===== src/design/e2q_pkg.sv =====
// Shared constants, payload types and helpers for the Euler-to-quaternion converter.
package e2q_pkg;

    localparam int ANGLE_BITS    = 16;
    localparam int FRAC_BITS     = 14;
    localparam int CORDIC_STAGES = 16;

    // Q1.30 working format
    localparam int WORK_FRAC = 30;
    localparam int XY_W      = 32;              // CORDIC x/y (cos/sin), magnitude < 2^31
    localparam int Z_W       = 34;              // residual angle, 2^32 per turn
    localparam int M1_W      = 2 * XY_W;        // first product, full width
    localparam int P_W       = M1_W - WORK_FRAC; // first product back in Q1.30
    localparam int T_W       = P_W + XY_W;      // three-factor term, Q.60
    localparam int S_W       = T_W + 2;         // sum of two terms plus rounding headroom
    localparam int Q_W       = FRAC_BITS + 2;   // output component, Q1.FRAC_BITS
    localparam int ROUND_SH  = 2 * WORK_FRAC - FRAC_BITS;
    localparam int R_W       = S_W - ROUND_SH;  // rounded value before saturation

    // gain-corrected 1.0 in Q1.30
    localparam logic signed [XY_W-1:0] CORDIC_X0 = XY_W'(652032874);

    // atan(2^-i), 2^32 units per turn
    localparam logic [31:0] ATAN_TAB [32] = '{
        32'd536870912, 32'd316933406, 32'd167458907, 32'd85004756,
        32'd42667331,  32'd21354465,  32'd10679838,  32'd5340245,
        32'd2670163,   32'd1335087,   32'd667544,    32'd333772,
        32'd166886,    32'd83443,     32'd41722,     32'd20861,
        32'd10430,     32'd5215,      32'd2608,      32'd1304,
        32'd652,       32'd326,       32'd163,       32'd81,
        32'd41,        32'd20,        32'd10,        32'd5,
        32'd3,         32'd1,         32'd1,         32'd0
    };

    typedef struct packed {
        logic signed [ANGLE_BITS-1:0] roll_angle;
        logic signed [ANGLE_BITS-1:0] pitch_angle;
        logic signed [ANGLE_BITS-1:0] yaw_angle;
    } t_angles;

    typedef struct packed {
        logic signed [Q_W-1:0] quat_w;
        logic signed [Q_W-1:0] quat_x;
        logic signed [Q_W-1:0] quat_y;
        logic signed [Q_W-1:0] quat_z;
    } t_quat;

    // half of a binary angle, rescaled to 2^32 units per turn
    function automatic logic signed [Z_W-1:0] half_angle(
        input logic signed [ANGLE_BITS-1:0] a
    );
        logic signed [Z_W-1:0] ext;
        ext = Z_W'(a);
        if (ANGLE_BITS < 32)
            return ext <<< ((ANGLE_BITS < 32) ? (31 - ANGLE_BITS) : 0);
        else
            return ext >>> 1;
    endfunction

endpackage


===== src/design/e2q_cordic.sv =====
// Pipelined rotation-mode CORDIC: one stage per register, yields cos and sin of the half angle.
module e2q_cordic (
    input  logic                                    i_clk,
    input  logic [e2q_pkg::CORDIC_STAGES-1:0]       i_en,
    input  logic signed [e2q_pkg::ANGLE_BITS-1:0]   i_angle,
    output logic signed [e2q_pkg::XY_W-1:0]         o_cos,
    output logic signed [e2q_pkg::XY_W-1:0]         o_sin
);

    logic signed [e2q_pkg::XY_W-1:0] r_x [e2q_pkg::CORDIC_STAGES];
    logic signed [e2q_pkg::XY_W-1:0] r_y [e2q_pkg::CORDIC_STAGES];
    logic signed [e2q_pkg::Z_W-1:0]  r_z [e2q_pkg::CORDIC_STAGES-1];

    for (genvar i = 0; i < e2q_pkg::CORDIC_STAGES; i++) begin : g_stage
        logic signed [e2q_pkg::XY_W-1:0] x_in, y_in, n_x, n_y;
        logic signed [e2q_pkg::Z_W-1:0]  z_in;

        if (i == 0) begin : g_first
            assign x_in = e2q_pkg::CORDIC_X0;
            assign y_in = '0;
            assign z_in = e2q_pkg::half_angle(i_angle);
        end else begin : g_next
            assign x_in = r_x[i-1];
            assign y_in = r_y[i-1];
            assign z_in = r_z[i-1];
        end

        // rotate towards zero residual
        always_comb begin
            if (z_in >= 0) begin
                n_x = x_in - (y_in >>> i);
                n_y = y_in + (x_in >>> i);
            end else begin
                n_x = x_in + (y_in >>> i);
                n_y = y_in - (x_in >>> i);
            end
        end

        always_ff @(posedge i_clk) begin
            if (i_en[i]) begin
                r_x[i] <= n_x;
                r_y[i] <= n_y;
            end
        end

        // residual angle is not needed after the last stage
        if (i < e2q_pkg::CORDIC_STAGES - 1) begin : g_z
            logic signed [e2q_pkg::Z_W-1:0] atan_i, n_z;
            assign atan_i = e2q_pkg::Z_W'(e2q_pkg::ATAN_TAB[i]);
            assign n_z    = (z_in >= 0) ? (z_in - atan_i) : (z_in + atan_i);

            always_ff @(posedge i_clk) begin
                if (i_en[i]) begin
                    r_z[i] <= n_z;
                end
            end
        end
    end

    assign o_cos = r_x[e2q_pkg::CORDIC_STAGES-1];
    assign o_sin = r_y[e2q_pkg::CORDIC_STAGES-1];

endmodule


===== config.mk =====
export PLATFORM = sky130hd
export DESIGN_NAME = e2q_cordic
export DESIGN_NICKNAME = d
export VERILOG_FILES = /design/src/design/e2q_pkg.sv /design/src/design/e2q_cordic.sv
export SDC_FILE = /design/constraint.sdc
export NUM_CORES = 2
export LEC_CHECK = 0
export BUFFER_PORTS_ARGS = -buffer_cell sky130_fd_sc_hd__buf_2
export CAP_MARGIN = 5
export CORE_MARGIN = 1.5
export CORE_UTILIZATION = 59
export CTS_CLUSTER_SIZE = 10
export DETAILED_ROUTE_END_ITERATION = 12
export PLACE_DENSITY_LB_ADDON = 0.2
export SLEW_MARGIN = 20
export SYNTH_ARGS = -nofsm -noshare
export SYNTH_HDL_FRONTEND = slang
export SYNTH_SLANG_ARGS = --single-unit
export TNS_END_PERCENT = 30

===== constraint.sdc =====
create_clock -name i_clk -period 4.79 [get_ports i_clk]
set_input_delay 0.958 -clock i_clk [delete_from_list [all_inputs] [get_ports i_clk]]
set_output_delay 0.958 -clock i_clk [all_outputs]
set_load 0.01 [all_outputs]

[After elaboration in Yosys (flattened, before gate mapping)]
Memories as Yosys holds them, arrays and structs flattened.
Cells that the tools add are included.
Word-level totals
  flip-flop bits (word level): 0
  memory bits (writable): 1534
  bits of input ports: 33
  output and inout bits: 64
  word-level logic and storage cells: 187
  memories: 3
Memory list
  r_x: words 16, width 32, read ports 16, clocked after memory_dff 0, wr ports 16, line e2q_cordic.sv:10  | logic signed [e2q_pkg::XY_W-1:0] r_x [e2q_pkg::CORDIC_STAGES];
  r_y: words 16, width 32, read ports 16, clocked after memory_dff 0, wr ports 16, line e2q_cordic.sv:11  | logic signed [e2q_pkg::XY_W-1:0] r_y [e2q_pkg::CORDIC_STAGES];
  r_z: words 15, width 34, read ports 15, clocked after memory_dff 0, wr ports 15, line e2q_cordic.sv:12  | logic signed [e2q_pkg::Z_W-1:0] r_z [e2q_pkg::CORDIC_STAGES-1];
Operators by class
  add/subtract/negate cells: 90
  $lt $le $gt $ge: 16
  muxes and demuxes: 78
Operators by type and width (number)
  $mux 32: 31
  $ge 34x1->1 const B: 15
  $mux 34: 15
  $add 32x17->32: 2
  $add 32x18->32: 2
  $add 32x19->32: 2
  $add 32x20->32: 2
  $add 32x21->32: 2
  $add 32x22->32: 2
  $add 32x23->32: 2
  $add 32x24->32: 2
  $add 32x25->32: 2
  $add 32x26->32: 2
  $add 32x27->32: 2
  $add 32x28->32: 2
  $add 32x29->32: 2
  $add 32x30->32: 2
  $add 32x31->32: 2
  $sub 32x17->32: 2
  $sub 32x18->32: 2
  $sub 32x19->32: 2
  $sub 32x20->32: 2
  $sub 32x21->32: 2
  $sub 32x22->32: 2
  other kinds (41): 81

[Longest topological paths before layout]
An unclocked memory read counts as a cell.
  word-level depth: 3
  depth in mapped cells: 23
  depth with buffers taken out: 22

[Least setup slack after synthesis]
No wires, ideal clock.
  path kind: register to register
  start point: memory r_z[1][67] in the netlist's numbering
  end point: memory r_z[1][101] in the netlist's numbering (data pin)
  library setup time: 262 ps
  arrival time: 4845 ps
  data required time: 4528 ps
  setup slack: -317 ps
  cell stages (with the launch flop): 22
  buffers on the path: 2
  clock period less this slack: 5107 ps
  path through: edfxtp_1 -> inv_1 -> ha_1 -> nor4b_1 -> nand4_1 -> nor2_1 -> nor2_1 -> inv_1 -> clkbuf_1 -> buf_1 -> ha_1 -> a211o_1 -> a21oi_1 -> or3b_2 -> o21ai_0 -> o311a_1 -> a21oi_1 -> a21bo_2 -> o31a_1 -> nor2_1 -> o21bai_1 -> xor2_1
RTL lines (line)
  start, declared: e2q_cordic.sv:12

==> flow_summary.yaml <==
status:
  status: "finished with violations"
  violations: "setup timing"
worst_setup_path:
  crit_path_max_incr_delay_ns: 0.46
  worstSetupPathType: "reg2reg"
  crit_buf_inv: 1
  critPathSlowestCell: "or4_4"
  path_common_cell: "or4_4"
  cp-start-kind: "flop"
  required_ns: 5.38
  worstPathCellList: "or3_4, or3b_4, or4_4, or3_4, or4_4, or4_4, buf_6, o31ai_4, xor2_1, ha_1, a21oi_2, o21bai_1, a21o_1, a211oi_2, o21ai_1, a21oi_1, xnor2_1"
  crit_family: "simple AND/OR/NAND/NOR gates"
  cp-end-kind: "flop"
  critPathArrivalTime_ns: 5.50
  path_max_fanout: 3
place:
  placed_cell_area_um2: 124700
  place.detailed.hpwl_mm: 238.8
  portBuffers: 96
  gp_congestion: 0.9724
global_route:
  antenna_found_initial: 5
  first_global_vias: 91340
  grt_max_degree: 98
  grt_pass1_wl_mm: 476.7
  grt-ovfl-total: 0
  gr-usage-all-layers_pct: 29.90
cells_and_area:
  fin_area_um2: 132800
  seq_area_um2: 41200
  drive_gt1_share_pct: 15.50
  n_fill_cell: 14550
  nNetsFinal: 14260
  syn_to_final_growth_pct: 16.94
  multi_input_area_um2: 72640
timing:
  hold_viol: 0
  finalMaxSlewViolations: 0
  layout_setup_ws_ns: -0.1188
  finalCritPeriodShare_pct: 102.5
  setup_viol: 7
  relSlewSlack_pct: 30.18
  layout_min_cycle_time_ns: 4.909
  grt_setup_unrepaired: "yes"
  worstMarginPinSlew_ns: 1.036
  fmax_mhz: 203.7
  finClkSkew_ns: 0.02927
synth:
  ys.flop_type: "edfxtp_1"
  synthMostInstantiatedCell: "edfxtp_1"
  ys_seq_elements: 1372
  ys_seq_area_share_pct: 36.29
  synth_common_cells: "edfxtp_1 (1372), ha_1 (1324), xnor2_1 (1080), a21oi_1 (1048), nor2_1 (823)"
  yosys.area.top_type: "edfxtp_1"
  synth_edf_count: 1372
  syn_inst: 11620
  ys_warn_count: 0
  async_flop_share_pct: 0
  yosys.area.top_type_share_pct: 36.29
  synth.distinct_cells: 85
  netlist_top_cells_area: "edfxtp_1 (36%), ha_1 (15%), xnor2_1 (8.3%)"
  syn-num-nets: 13020
  syn-cell-area_um2: 113500
  syn_avg_cell_area_um2: 9.770
route:
  wl_per_cell_um: 19.57
  totalWireLength_mm: 302.3
  first_iter_violations: 7048
  via_per_inst: 6.066
  drcViolationCount: 0
  vias: 93690
  drt_first_pass_iters: 6
  ant_nets: 0
clock_tree:
  cts_hold_buf: 0
  cts.path.max_buffers: 3
  cts_root_buffer: "clkbuf_16"
  clkTransAtPathRegs_ns: 0.06
  cts_buffers: 166
  cts_tree: "built"
  clock_sinks: 1372
  insertion_delay_ns: 0.84
  htreeDepth: 4
floorplanning:
  io_pins: 97
  die_w_um: 441.7
  start_util_pct: 59.57
  dieArea_um2: 195100
  core_area_um2: 190600
  die_y_um: 441.7
  row_count: 160
min_path:
  hold_path_class: "in2reg"
flow_run:
  cap_violations: 0
kinds of logic (layout without fill, tap and decap cells):
group | count (synthesis) | in the layout | share of synthesized area, %
xor gates and xnor gates | 1713 | 1713 | 13.21
other | 1 | 2 | 0.003303
muxes | 42 | 42 | 0.3912
buffers and inverters | 590 | 1903 | 1.952
and+or+nand+nor | 3030 | 3031 | 13.16
AOI/OAI and AO/OA | 3509 | 3509 | 19.71
DFF | 1372 | 1372 | 36.29
adders and majority gates | 1363 | 1363 | 15.28
per-layer routing:
layer	vias to the layer above	share of wire [%]	GRT usage, %
li1	45880	-	-
met1	44670	42	37.32
met2	2561	50	53.25
met3	583	4.8	3.447
met4	0	3.7	10.53
met5	-	0	0
area by class of cell:
class                   instances  share of cell area, %
diodes                          1               0.001885
clock buffers                 196                  3.214
inverters                     440                  1.244
multi-input cells            9659                  54.71
flip-flops and latches       1372                  31.03
well taps                    2511                  2.366
clock inverters                46                 0.4684
repair buffers               1221                  6.963
what timing repair did:
action,CTS,global route
pin swaps,37,195
endpoints found under the setup margin,110,209
resized for setup,146,452
buffers inserted,22,57
cloned,1,0
metrics by stage:
stage               setup slack [ns]  util, %  setup TNS (ns)  std cells  hold WS, ns
floorplan                   -0.05156        -         -0.1742      11620       0.4003
global placement             -0.3496    65.45          -7.599      15130       0.4130
detailed placement           -0.4482    65.45          -12.53      15130       0.4093
CTS                          -0.1220    68.42         -0.7255      15390       0.2374
global route                 -0.2722    69.66          -4.992      15450       0.2604
finish                       -0.1188    69.66         -0.3835      15450       0.3015
flip-flops by register name (all words and copies together) (netlist names):
name	count
r_z	435
r_x	457
r_y	480
cell usage in the layout (no fill, tap or decap), types with 37 or more instances in the layout:
cell type,count
and3_1,65
nor2_1,800
buf_2,84
ha_1,1303
nand3_1,208
o21bai_1,155
nand4_1,93
inv_1,423
nor3_1,202
nand2b_1,233
nand2_1,681
a31oi_1,71
a21o_1,471
nor4_1,67
o21ai_0,629
or3_1,86
o31ai_1,148
nor2b_1,179
edfxtp_1,1372
a21oi_2,55
buf_4,1109
a211oi_1,85
xor2_1,628
o211ai_1,68
xnor2_1,1072
or4_1,52
o41ai_1,54
fa_1,37
o31a_1,51
or2_2,66
o21ai_1,67
o21a_1,242
a21oi_1,989
and2_1,45
clkbuf_16,166
path summary, 6_finish.rpt:
path         startpoint  slack (ns)          end  cells past startpoint
max          r_y[1][38]       -0.12   r_x[3][31]                     17
min          i_angle[5]        0.30   r_z[0][20]                      1
max reg2reg  r_y[1][38]       -0.12   r_x[3][31]                     17
min reg2reg  r_z[0][69]        0.42  r_z[0][103]                      0
Power is left out: the tool's default activity adds up to more than one toggle a clock period on the data nets, which glitch-free logic cannot reach.
